`config.mk`:
```
export PLATFORM = sky130hd
export DESIGN_NAME = tbsf_ctrl
export DESIGN_NICKNAME = d
export VERILOG_FILES = /design/src/hdl/tbsf_pkg.sv /design/src/hdl/tbsf_ctrl.sv
export SDC_FILE = /design/constraint.sdc
export NUM_CORES = 1
export LEC_CHECK = 0
export BUFFER_PORTS_ARGS = -buffer_cell sky130_fd_sc_hd__buf_2
export CORE_UTILIZATION = 30
export DETAILED_ROUTE_END_ITERATION = 8
export PLACE_DENSITY_LB_ADDON = 0.3
export SETUP_SLACK_MARGIN = 0.1
export SLEW_MARGIN = 20
export SYNTH_ARGS = -nofsm -noshare
export SYNTH_HDL_FRONTEND = slang
export SYNTH_SLANG_ARGS = --single-unit
```
`constraint.sdc`:
```
create_clock -name i_clk -period 2.03 [get_ports i_clk]
set_input_delay 0.203 -clock i_clk [delete_from_list [all_inputs] [get_ports i_clk]]
set_output_delay 0.203 -clock i_clk [all_outputs]
set_load 0.05 [all_outputs]
```
`src/hdl/tbsf_pkg.sv`:
```
// ----------------------------------------------------------------------------
// tbsf_pkg
// Shared types and constants of the truss bar stress, force and mass block.
// ----------------------------------------------------------------------------
package tbsf_pkg;

    localparam int DEF_MAX_POINTS = 1024;
    localparam int IDX_W          = 10;
    localparam int VAL_W          = 32;
    localparam int RES_W          = 48;
    localparam int IN_TDATA_W     = 312;
    localparam int OUT_TDATA_W    = 144;
    localparam int ACC_W          = 100;
    localparam int MUL_W          = 34;
    localparam int LEN2_W         = 66;
    localparam int NUM_W          = 82;
    localparam int ROOT_W         = 33;

    localparam logic [1:0] STAT_OK       = 2'd0;
    localparam logic [1:0] STAT_ZERO_LEN = 2'd1;
    localparam logic [1:0] STAT_SAT      = 2'd2;

    // One multiply-accumulate step of the shared multiplier.
    typedef enum logic [3:0] {
        ST_LEN_X, ST_LEN_Y, ST_LEN_Z,
        ST_DOT_X, ST_DOT_Y, ST_DOT_Z,
        ST_STR_LO, ST_STR_HI,
        ST_FRC_LO, ST_FRC_HI,
        ST_DA,
        ST_MASS_LO, ST_MASS_HI
    } t_step;

    typedef enum logic [2:0] {
        S_IDLE, S_DIFF, S_MUL, S_ACC, S_CHECK, S_ITER, S_OUT
    } t_state;

    typedef struct packed {
        logic  load;
        logic  read;
        logic  diff;
        logic  mul;
        logic  acc;
        t_step step;
        logic  iter_start;
        logic  out_load;
        logic  out_zero;
    } t_cmd;

    typedef struct packed {
        logic len_zero;
        logic iter_done;
    } t_stat;

endpackage

```
`src/hdl/tbsf_ctrl.sv`:
```
// ----------------------------------------------------------------------------
// tbsf_ctrl
// Sequencer: point loads, multiply steps, divide/root wait, result handoff.
// ----------------------------------------------------------------------------
module tbsf_ctrl (
    input  logic            i_clk,
    input  logic            i_rst_n,
    input  logic            i_s_tvalid,
    input  logic            i_action,
    output logic            o_s_tready,
    output logic            o_m_tvalid,
    input  logic            i_m_tready,
    input  tbsf_pkg::t_stat i_stat,
    output tbsf_pkg::t_cmd  o_cmd
);

    tbsf_pkg::t_state r_state, n_state;
    tbsf_pkg::t_step  r_step, n_step;
    logic             r_out_valid, n_out_valid;

    always_ff @(posedge i_clk) begin
        if (!i_rst_n) begin
            r_state     <= tbsf_pkg::S_IDLE;
            r_step      <= tbsf_pkg::ST_LEN_X;
            r_out_valid <= 1'b0;
        end else begin
            r_state     <= n_state;
            r_step      <= n_step;
            r_out_valid <= n_out_valid;
        end
    end

    always_comb begin
        n_state     = r_state;
        n_step      = r_step;
        n_out_valid = r_out_valid;
        o_cmd       = '0;
        o_cmd.step  = r_step;
        o_s_tready  = 1'b0;
        if (r_out_valid && i_m_tready) begin
            n_out_valid = 1'b0;
        end
        unique case (r_state)
            tbsf_pkg::S_IDLE: begin
                o_s_tready = 1'b1;
                if (i_s_tvalid) begin
                    if (!i_action) begin
                        o_cmd.load = 1'b1;
                    end else begin
                        o_cmd.read = 1'b1;
                        n_state    = tbsf_pkg::S_DIFF;
                    end
                end
            end
            tbsf_pkg::S_DIFF: begin
                o_cmd.diff = 1'b1;
                n_step     = tbsf_pkg::ST_LEN_X;
                n_state    = tbsf_pkg::S_MUL;
            end
            tbsf_pkg::S_MUL: begin
                o_cmd.mul = 1'b1;
                n_state   = tbsf_pkg::S_ACC;
            end
            tbsf_pkg::S_ACC: begin
                o_cmd.acc = 1'b1;
                if (r_step == tbsf_pkg::ST_DOT_Z) begin
                    n_state = tbsf_pkg::S_CHECK;
                end else if (r_step == tbsf_pkg::ST_MASS_HI) begin
                    n_state = tbsf_pkg::S_OUT;
                end else begin
                    n_step  = tbsf_pkg::t_step'(r_step + 4'd1);
                    n_state = tbsf_pkg::S_MUL;
                end
            end
            tbsf_pkg::S_CHECK: begin
                if (i_stat.len_zero) begin
                    n_state = tbsf_pkg::S_OUT;
                end else begin
                    o_cmd.iter_start = 1'b1;
                    n_state          = tbsf_pkg::S_ITER;
                end
            end
            tbsf_pkg::S_ITER: begin
                if (i_stat.iter_done) begin
                    n_step  = tbsf_pkg::ST_STR_LO;
                    n_state = tbsf_pkg::S_MUL;
                end
            end
            tbsf_pkg::S_OUT: begin
                // The result register may be refilled in the cycle it is taken.
                if (!r_out_valid || i_m_tready) begin
                    o_cmd.out_load = 1'b1;
                    o_cmd.out_zero = i_stat.len_zero;
                    n_out_valid    = 1'b1;
                    n_state        = tbsf_pkg::S_IDLE;
                end
            end
            default: n_state = tbsf_pkg::S_IDLE;
        endcase
    end

    assign o_m_tvalid = r_out_valid;

endmodule

```
; Yosys cells after proc, flatten, opt, wreduce, memory -nomap -nowiden
; Cells that the tools add are included.
[op_classes]
n_addsub = 1
mux = 27
n_reduce_logical = 7
eq_ne = 14
[op_table]
columns = cell, count
row1 = $pmux W3 S7, 1
row2 = $mux W3, 6
row3 = $mux W4, 3
row4 = $ne A2 B2 Y1 const B, 6
row5 = $pmux W4 S3, 1
row6 = $mux W1, 11
row7 = $mux W2, 5
row8 = $eq A3 B3 Y1 const B, 3
row9 = $reduce_and A4 Y1, 2
row10 = $eq A3 B2 Y1 const B, 2
row11 = $add A4 B1 Y4 const B, 1
row12 = $eq A4 B3 Y1 const B, 1
row13 = $eq A4 B4 Y1 const B, 1
row14 = $eq A3 B1 Y1 const B, 1
row15 = $logic_not A3 Y1, 1
row16 = $reduce_bool A3 Y1, 1
row17 = $logic_and A1 B1 Y1, 1
row18 = $logic_not A1 Y1, 1
row19 = $logic_or A1 B1 Y1, 1
[totals]
out_inout_bits = 14
inputBits = 7
ff_bits = 8

; Depth between registers and ports, before layout
; Gate-level depths: netlist of run 1.
[logic_depth]
word_depth = 4
depth_mapped = 6

; Least setup slack after synthesis of run 1
; No wires, ideal clock.
[synth_timing]
path_kind = reg-to-output
startpoint = reg r_state[1]
endpoint = out o_cmd[11] (netlist bit)
setup_slack_ns = -0.645
stages_incl_launch_ff = 5
required_time_ns = 1.827
path_buffers = 2
t_arrival_ns = 2.472
path_cell_list = dfxtp_1 buf_4 clkbuf_1 nor3_1 and3b_1
[synth_rtl]
columns = element, line_no
row1 = start: declaration, tbsf_ctrl.sv:17  ; tbsf_pkg::t_state r_state, n_state;
row2 = start signal: assignment, tbsf_ctrl.sv:23  ; r_state <= tbsf_pkg::S_IDLE;
row3 = start signal: assignment, tbsf_ctrl.sv:27  ; r_state <= n_state;
row4 = end: declaration, tbsf_ctrl.sv:14  ; output tbsf_pkg::t_cmd o_cmd

==> results of run 1 <==
routing by layer:
metal	vias to the layer above	routed length (um)	share of wire, %	global-route usage, %
li1	311	-	-	-
met1	276	627	46	18.10
met2	12	657	48	21.39
met3	2	62	4.6	6.923
met4	0	13	0.96	5.143
met5	-	0	0	0
state kept, by name, summed over array words and instances (netlist names):
name,count
o_m_tvalid,1
r_state,3
r_step,4
logic make-up (layout without fill, tap and decap cells):
family / after synthesis / after routing / synth area share (%)
buffers and inverters: 9 / 28 / 6.379
flip-flops: 8 / 8 / 26.34
AND/OR/NAND/NOR: 32 / 32 / 32.92
adder cells (fa/ha/maj): 3 / 3 / 6.173
AO/OA/AOI/OAI: 21 / 21 / 24.69
multiplexers: 2 / 2 / 3.498
what timing repair did:
| action | in CTS | in global routing |
|---|---|---|
| hold endpoints to repair | 0 | 0 |
| resized for setup | 0 | 1 |
| setup endpoints to repair | 0 | 1 |
synthesized netlist by cell type:
library cell and count:
a211oi_1 2, a21boi_0 2, a21boi_1 1, a21o_1 1, a21oi_1 2, a31oi_1 1
and2_1 2, and3_1 1, and3b_1 2, buf_2 1, buf_4 1, clkbuf_1 2
dfxtp_1 8, ha_1 3, inv_1 5, mux2_2 1, mux2i_1 1, nand2_1 7
nand2b_1 1, nand3_1 2, nand3b_1 3, nand3b_4 1, nor2_1 4, nor2b_1 3
nor3_1 1, nor3b_1 3, nor4b_1 1, o2111ai_1 1, o211a_1 2, o211ai_1 1
o21a_1 1, o21ai_0 4, o22ai_1 1, o311a_1 1, o32ai_1 1, or3b_1 1
metrics by stage:
| step | TNS [ns] | utilization [%] | setup WS, ns | std cells |
|---|---|---|---|---|
| after global placement | 0 | 40.62 | 0.4563 | 116 |
| after CTS | 0 | 41.86 | 0.1648 | 119 |
| final | 0 | 41.92 | 0.2756 | 119 |
| after detailed placement | 0 | 40.62 | 0.4107 | 116 |
| after global routing | 0 | 41.92 | 0.1750 | 119 |
| after floorplan | -0.3412 | - | -0.1332 | 75 |
power by group through the flow:
stage          registers, mW  clock network (mW)  logic (mW)
4_1_cts                0.308               0.129       0.551
5_1_grt                0.329               0.143       0.588
3_5_place_dp           0.311                   0       0.550
3_3_place_gp           0.306                   0       0.539
2_1_floorplan          0.266                   0       0.495
6_report               0.313               0.123       0.546
worst min path at each step:
stage	start	end	slack, ns	cells past startpoint
after floorplan	i_rst_n	r_state[0]	0.32	1
after global placement	i_m_tready	o_m_tvalid	0.52	4
after detailed placement	i_rst_n	r_state[1]	0.52	2
after CTS	i_rst_n	r_state[1]	0.24	2
after global routing	i_rst_n	r_state[1]	0.24	2
final	i_rst_n	r_state[1]	0.24	2
final cells by class:
cell class	count	area (sq um)	area share (%)
repair buffers	20	100.1	13.11
well taps	25	31.28	4.098
flip-flops and latches	8	161.4	21.15
multi-input cells	58	429.2	56.23
inverters	5	18.77	2.459
clock buffers	3	22.52	2.951
==> reports/qor.yml, run 1 <==
synth:
  yosys_warnings: 0
  yosys.area.top_type: "dfxtp_1"
  ys_ff_latch: 8
  avgSynthCellArea_sq_um: 8.108
  yosysSeqAreaShare_pct: 26.34
  ys_types: 36
  synth_cells: 75
  synth_area_leaders: "dfxtp_1, ha_1, nand2_1, nand3b_1, nor3b_1"
  synth_area_sq_um: 608.1
  synth.top_cell.area_share_pct: 26.34
  syn_nets: 85
worst_setup_path:
  crit_path_max_fanout: 14
  path_buf_inv: 1
  critical_path_required_ns: 1.83
  critPathSlowestCell: "dfxtp_1"
  start_kind: "register"
  path_delay_family: "flip-flops"
  startpoint: "r_state[0]"
  worstPathCellList: "nand3b_1 -> nor2_2 -> and2_2 -> buf_2"
  cp-end-kind: "output pin"
  r2r-start: "r_step[0]"
  reg2regPathDepth: 6
  crit_path_max_incr_delay_ns: 0.66
  arrival_ns: 1.55
  cp.depth: 4
  r2r_end: "r_step[3]"
  crit_end: "o_cmd[0]"
  rrSetupSlack_ns: 0.43
  criticalPathCategory: "reg -> out"
clock_tree:
  clk_pin_slew_ns: 0.06
  postCtsHoldBufs: 0
  cts.htree.levels: 1
  post_cts_buffers: 0
  clk_latency_ns: 0.26
  cts_buffer_depth: 2
  cts_root_buf: "clkbuf_4"
  numCtsBuffers: 3
  cts_num_sinks: 8
  tritoncts: "yes"
route:
  vias: 601
  ant_nets: 0
  drt-total-wl_um: 1360
  post_drt_wl_per_cell_um: 11.43
  first_pass_iters: 4
  vias_per_cell: 5.050
  post-route-drc-count: 0
  drt-initial-drc-count: 5
floorplan:
  start_util_pct: 33.40
  io_pins: 21
  die_w_um: 47.02
  fp.coreArea_sq_mm: 0.001821
  num_rows: 15
  die-area_sq_mm: 0.002211
  die_h_um: 47.02
global_routing:
  grt_pass1_vias: 475
  grt_use_total_pct: 14.38
  grt_max_degree: 18
  grt_pass1_wl_um: 2118
  antenna_found_initial: 0
  grt_overflow_total: 0
sta:
  min_period_ns: 1.754
  setup_viol: 0
  rsz0062_at_grt: "false"
  tightest_slew_ns: 0.5447
  max_clock_freq_mhz: 570.0
  whs_ns: 0.2376
  period_share_pct: 86.42
  hold_viol_final: 0
  fin_skew_ns: 0.01109
  final_max_slew_viol_count: 0
  relSlewSlack_pct: 63.64
layout:
  final.fill_count: 206
  drive_gt1_share_pct: 32.98
  nets: 106
  layout_commonest_cell: "buf_2"
  final_cell_mix: "buf_2, nand2_1, dfxtp_1"
  antennaDiodeCount: 0
  areaGrowthSynthToFinish_pct: 25.51
  stdcell_area_sq_um: 763.2
placed_design:
  dp_hpwl_um: 1018
  gp_congestion: 0.8035
  placed_area_sq_um: 739.5
  io_buffers: 20
power_and_ir_drop:
  p_total_uw: 981.8
  powerDensity_mw_per_mm2: 1286
  p_comb_share_pct: 55.6
  clockPowerShare_pct: 12.5
  vdd_ir_drop_max_mv: 0.4949
  swShare_pct: 54.52
  switchingPower_uw: 535.3
  seq_power_share_pct: 31.8
  power.internal_uw: 446.5
  cellLeakagePower_nw: 0.3750
min_path:
  hp-class: "in -> reg"
job:
  max-cap-violations: 0
status:
  status: "complete, no violations"
Power figures use the tool's default switching activity.
==> run 2, diff against run 1 <==
- BUFFER_PORTS_ARGS: -buffer_cell sky130_fd_sc_hd__buf_2 -> unset
- DONT_BUFFER_PORTS: unset -> 1
- clock period: 2.03 -> 2.1 ns (I/O delays scaled with it)
==> reports/qor.yml, run 2 (synthesis results as in run 1) <==
status:
  status: "complete, no violations"  # unchanged
floorplan:
  die_h_um: 47.02  # unchanged
  die-area_sq_mm: 0.002211  # unchanged
  start_util_pct: 33.40  # unchanged
  num_rows: 15  # unchanged
  io_pins: 21  # unchanged
  die_w_um: 47.02  # unchanged
  fp.coreArea_sq_mm: 0.001821  # unchanged
layout:
  final_cell_mix: "buf_4, dfxtp_1, nand2_1"  # was buf_2, nand2_1, dfxtp_1
  drive_gt1_share_pct: 26.74  # was 32.98%
  areaGrowthSynthToFinish_pct: 28.60  # was 25.51%
  nets: 98  # was 106
  largest_reg_flops: 4  # unchanged
  antennaDiodeCount: 0  # unchanged
  stdcell_area_sq_um: 782.0  # was 763.2 sq um
  regMostFlops: "r_step"  # unchanged
  layout_commonest_cell: "buf_4"  # was buf_2
  final.fill_count: 186  # was 206
placed_design:
  io_buffers: 0  # was 20
  dp_slack_ns: 0.4441  # was 0.4107 ns
  placed_area_sq_um: 759.5  # was 739.5 sq um
  gp_congestion: 0.7771  # was 0.8035
  dp_hpwl_um: 1014  # was 1018 um
power_and_ir_drop:
  clockPowerShare_pct: 11.7  # was 12.5%
  powerDensity_mw_per_mm2: 1278  # was 1286 mW/mm^2
  cellLeakagePower_nw: 0.3507  # was 0.3750 nW
  seq_power_share_pct: 29.6  # was 31.8%
  power.internal_uw: 482.9  # was 446.5 uW
  p_comb_share_pct: 58.7  # was 55.6%
  vdd_ir_drop_max_mv: 0.6090  # was 0.4949 mV
  swShare_pct: 51.70  # was 54.52%
  p_total_uw: 999.8  # was 981.8 uW
  switchingPower_uw: 516.9  # was 535.3 uW
worst_setup_path:
  rrSetupSlack_ns: 0.42  # was 0.43 ns
  crit_path_max_incr_delay_ns: 0.71  # was 0.66 ns
  criticalPathCategory: "reg -> out"  # unchanged
  r2r-start: "r_state[1]"  # was r_step[0]
  start_kind: "register"  # unchanged
  cp-end-kind: "output pin"  # unchanged
  arrival_ns: 1.60  # was 1.55 ns
  crit_path_max_fanout: 17  # was 14
  critical_path_required_ns: 1.89  # was 1.83 ns
  worstPathCellList: "nand3b_1 -> nor2_2 -> and2_2"  # was nand3b_1 -> nor2_2 -> and2_2 -> buf_2
  critPathSlowestCell: "dfxtp_1"  # unchanged
  r2r_end: "r_step[3]"  # unchanged
  reg2regPathDepth: 4  # was 6
sta:
  min_period_ns: 1.812
  final_max_slew_viol_count: 0  # unchanged
  max_clock_freq_mhz: 551.8
  period_share_pct: 86.29
  hold_viol_final: 0  # unchanged
  tightest_slew_ns: 0.6125  # was 0.5447 ns
  fin_skew_ns: 0.006058  # was 0.01109 ns
  whs_ns: 0.08180  # was 0.2376 ns
  relSlewSlack_pct: 59.11  # was 63.64%
  setup_viol: 0  # unchanged
  setup_ws_ns: 0.2879  # was 0.2756 ns
  rsz0062_at_grt: "false"  # unchanged
route:
  post-route-drc-count: 0  # unchanged
  drt-total-wl_um: 1343  # was 1360 um
  drt-initial-drc-count: 12  # was 5
  first_pass_iters: 4  # unchanged
  ant_nets: 0  # unchanged
  vias: 556  # was 601
  vias_per_cell: 5.009  # was 5.050
  post_drt_wl_per_cell_um: 12.10  # was 11.43 um
clock_tree:
  cts_buffer_depth: 2  # unchanged
  clk_pin_slew_ns: 0.06  # about the same
  post_cts_resized: 0  # unchanged
  cts_num_sinks: 8  # unchanged
  cts_root_buf: "clkbuf_4"  # unchanged
  postCtsHoldBufs: 0  # unchanged
  post_cts_buffers: 0  # unchanged
  cts.htree.levels: 1  # unchanged
  tritoncts: "yes"  # unchanged
  clk_latency_ns: 0.25  # was 0.26 ns
  numCtsBuffers: 3  # unchanged
global_routing:
  grt_pass1_wl_um: 2194  # was 2118 um
  antenna_found_initial: 0  # unchanged
  grt_pass1_vias: 508  # was 475
  grt_max_degree: 18  # unchanged
  grt_use_total_pct: 14.50  # was 14.38%
  grt_overflow_total: 0  # unchanged
min_path:
  hold_end: "r_state[1]"  # unchanged
  hp-class: "in -> reg"  # unchanged
  min_path_cells: 1  # was 2
  hp-start: "i_rst_n"  # unchanged
job:
  max-cap-violations: 0  # unchanged
-- run 2: worst max path at each step --
| stage | startpoint | slack [ns] | end | cells past startpoint |
|---|---|---|---|---|
| CTS | r_state[1] | 0.27 | o_cmd[0] | 3 |
| global placement | r_state[1] | 0.50 | r_step[2] | 4 |
| finish | r_state[1] | 0.29 | o_cmd[0] | 3 |
| floorplan | r_state[1] | -0.07 | o_cmd[11] | 4 |
| global route | r_state[1] | 0.12 | o_cmd[0] | 3 |
| detailed placement | r_state[1] | 0.44 | r_step[2] | 4 |
-- run 2: through the flow --
stage | cells | TNS [ns] | util, %
2_1_floorplan | 75 | -0.1522 | -
3_3_place_gp | 108 | 0 | 41.72
3_5_place_dp | 108 | 0 | 41.72
4_1_cts | 111 | 0 | 42.96
5_1_grt | 111 | 0 | 42.96
6_report | 111 | 0 | 42.96
-- run 2: layer usage --
layer / vias up / GRT usage (%) / part of all wire [%]
li1: 294 / - / -
met1: 249 / 16.59 / 44
met2: 11 / 25.28 / 51
met3: 2 / 4.615 / 4.3
met4: 0 / 5.143 / 0.97
met5: - / 0 / 0
-- run 2: worst max-delay path: cells and delay by family (launching register included) --
kind | cells | cell delay, ns
flip-flops | 1 | 0.71
AND/OR/NAND/NOR | 3 | 0.64
-- run 2: area by class of cell --
| type | instances | area [sq um] | area share, % |
|---|---|---|---|
| clock buffer | 3 | 22.52 | 2.880 |
| inverter | 5 | 18.77 | 2.400 |
| multi-input combinational | 58 | 434.2 | 55.52 |
| sequential | 8 | 160.2 | 20.48 |
| tap | 25 | 31.28 | 4.000 |
| timing repair buffer | 12 | 115.1 | 14.72 |
-- run 2: power groups by stage --
stage	sequential, mW	clock (mW)	combinational [mW]
2_1_floorplan	0.257	0	0.479
3_3_place_gp	0.294	0	0.582
3_5_place_dp	0.299	0	0.589
4_1_cts	0.296	0.123	0.590
5_1_grt	0.314	0.133	0.625
6_report	0.296	0.117	0.587
==> run 3, diff against run 2 <==
- CORE_ASPECT_RATIO: unset -> 1.5
- CTS_CLUSTER_SIZE: unset -> 20
==> reports/qor.yml, run 3 (synthesis results as in run 1) <==
status:
  status: "complete, no violations"  # unchanged
sta:
  final_max_slew_viol_count: 0  # unchanged
  max_clock_freq_mhz: 548.6  # was 551.8 MHz
  tightest_slew_ns: 0.5964  # was 0.6125 ns
  fin_skew_ns: 0.007057  # was 0.006058 ns
  whs_ns: 0.08492  # was 0.08180 ns
  hold_viol_final: 0  # unchanged
  relSlewSlack_pct: 60.19  # was 59.11%
  period_share_pct: 86.79  # was 86.29%
  setup_viol: 0  # unchanged
  min_period_ns: 1.823  # was 1.812 ns
  rsz0062_at_grt: "false"  # unchanged
  setup_tns_ns: 0  # unchanged
layout:
  antennaDiodeCount: 0  # unchanged
  nets: 99  # was 98
  final.fill_count: 183  # was 186
  multiInputGateArea_sq_um: 434.2  # unchanged
  largest_reg_flops: 4  # unchanged
  layout_commonest_cell: "buf_4"  # unchanged
  areaGrowthSynthToFinish_pct: 29.01  # was 28.60%
  stdcell_area_sq_um: 784.5  # was 782.0 sq um
  final_cell_mix: "buf_4, dfxtp_1, nand2_1"  # unchanged
  regMostFlops: "r_step"  # unchanged
  layout.cells.non_filler: 108  # was 111
  seq_area_sq_um: 160.2  # unchanged
  drive_gt1_share_pct: 27.59  # was 26.74%
power_and_ir_drop:
  p_comb_share_pct: 58.9  # was 58.7%
  cellLeakagePower_nw: 0.3562  # was 0.3507 nW
  switchingPower_uw: 512.0  # was 516.9 uW
  powerDensity_mw_per_mm2: 1270  # was 1278 mW/mm^2
  seq_power_share_pct: 29.5  # was 29.6%
  power.internal_uw: 484.4  # was 482.9 uW
  clockPowerShare_pct: 11.6  # was 11.7%
  vdd_ir_drop_max_mv: 0.6212  # was 0.6090 mV
  p_total_uw: 996.4  # was 999.8 uW
  swShare_pct: 51.38  # was 51.70%
worst_setup_path:
  worstPathCellList: "nand3b_1 -> nor2_2 -> and2_2"  # unchanged
  cp-end-kind: "output pin"  # unchanged
  critPathSlowestCell: "dfxtp_1"  # unchanged
  crit_path_max_fanout: 17  # unchanged
  criticalPathCategory: "reg -> out"  # unchanged
  start_kind: "register"  # unchanged
  crit_path_max_incr_delay_ns: 0.70  # was 0.71 ns
  critical_path_required_ns: 1.89  # about the same
  arrival_ns: 1.61  # was 1.60 ns
  path_delay_family: "flip-flops"  # unchanged
  path_buf_inv: 0  # unchanged
  rrSetupSlack_ns: 0.43  # was 0.42 ns
floorplan:
  die-area_sq_mm: 0.002215  # was 0.002211 sq mm
  die_h_um: 57.14  # was 47.02 um
  num_rows: 19  # was 15
  die_w_um: 38.76  # was 47.02 um
  start_util_pct: 32.38  # was 33.40%
  io_pins: 21  # unchanged
  fp.coreArea_sq_mm: 0.001878  # was 0.001821 sq mm
clock_tree:
  numCtsBuffers: 3  # unchanged
  cts.htree.levels: 1  # unchanged
  cts_num_sinks: 8  # unchanged
  post_cts_resized: 0  # unchanged
  clk_pin_slew_ns: 0.06  # about the same
  cts_root_buf: "clkbuf_4"  # unchanged
  cts_buffer_depth: 2  # unchanged
  post_cts_buffers: 0  # unchanged
  tritoncts: "yes"  # unchanged
  postCtsHoldBufs: 0  # unchanged
  clk_latency_ns: 0.25  # about the same
global_routing:
  antenna_found_initial: 0  # unchanged
  met2_usage_pct: 23.10  # was 25.28%
  use_met1_pct: 15.61  # was 16.59%
  grtUsageMet3_pct: 2.724  # was 4.615%
  grt_pass1_vias: 573  # was 508
  grt_most_used_layer: "met2"  # unchanged
  grt_max_degree: 18  # unchanged
  grt_pass1_wl_um: 2228  # was 2194 um
  grt_use_total_pct: 13.57  # was 14.50%
  grt_overflow_total: 0  # unchanged
route:
  drt-initial-drc-count: 9  # was 12
  first_pass_iters: 3  # was 4
  post_drt_wl_per_cell_um: 12.11  # was 12.10 um
  vias: 567  # was 556
  drt-total-wl_um: 1308  # was 1343 um
  ant_nets: 0  # unchanged
  post-route-drc-count: 0  # unchanged
  vias_per_cell: 5.250  # was 5.009
min_path:
  hp-class: "in -> reg"  # unchanged
job:
  max-cap-violations: 0  # unchanged
placed_design:
  dp_hpwl_um: 999.4  # was 1014 um
  dp_cells: 105  # was 108
  placed_area_sq_um: 762.0  # was 759.5 sq um
  io_buffers: 0  # unchanged
  gp_congestion: 0.7293  # was 0.7771
run 3: path summary, 6_finish.rpt:
path,to,start,cells after the start
worst max register to register,r_step[3],r_state[1],4
worst max-delay path,o_cmd[0],r_state[1],3
worst min-delay path,r_state[2],i_rst_n,1
worst min register to register,r_step[1],r_step[1],3
run 3: power groups by stage:
stage               logic, mW  clock network (mW)  registers, mW
floorplan               0.479                   0          0.257
global placement        0.585                   0          0.297
detailed placement      0.591                   0          0.297
CTS                     0.593               0.121          0.295
global route            0.632               0.131          0.310
finish                  0.586               0.116          0.294
run 3: area by class of cell:
cell class                 instances  share of cell area (%)
multi-input combinational         58                   55.34
timing repair buffer              13                   15.63
sequential                         8                   20.41
clock buffer                       3                   2.871
inverter                           5                   2.392
tap                               21                   3.349
run 3: routing by layer:
layer / vias to the layer above / share of wire, %
li1: 296 / -
met1: 249 / 44
met2: 20 / 48
met3: 2 / 7.6
met4: 0 / 0.38
met5: - / 0
run 3: worst reg2reg max path, stage by stage, from the launching register on:
cell       delay [ns]
dfxtp_1          0.70
nand2_1          0.12
o2111ai_1        0.42
o21ai_0          0.16
a21boi_0         0.19
run 3: through the flow:
| step | worst slack [ns] | util, % |
|---|---|---|
| 5_1_grt | 0.1558 | 41.77 |
| 2_1_floorplan | -0.07015 | - |
| 3_3_place_gp | 0.4895 | 40.57 |
| 4_1_cts | 0.2785 | 41.77 |
| 3_5_place_dp | 0.4871 | 40.57 |
| 6_report | 0.2773 | 41.77 |
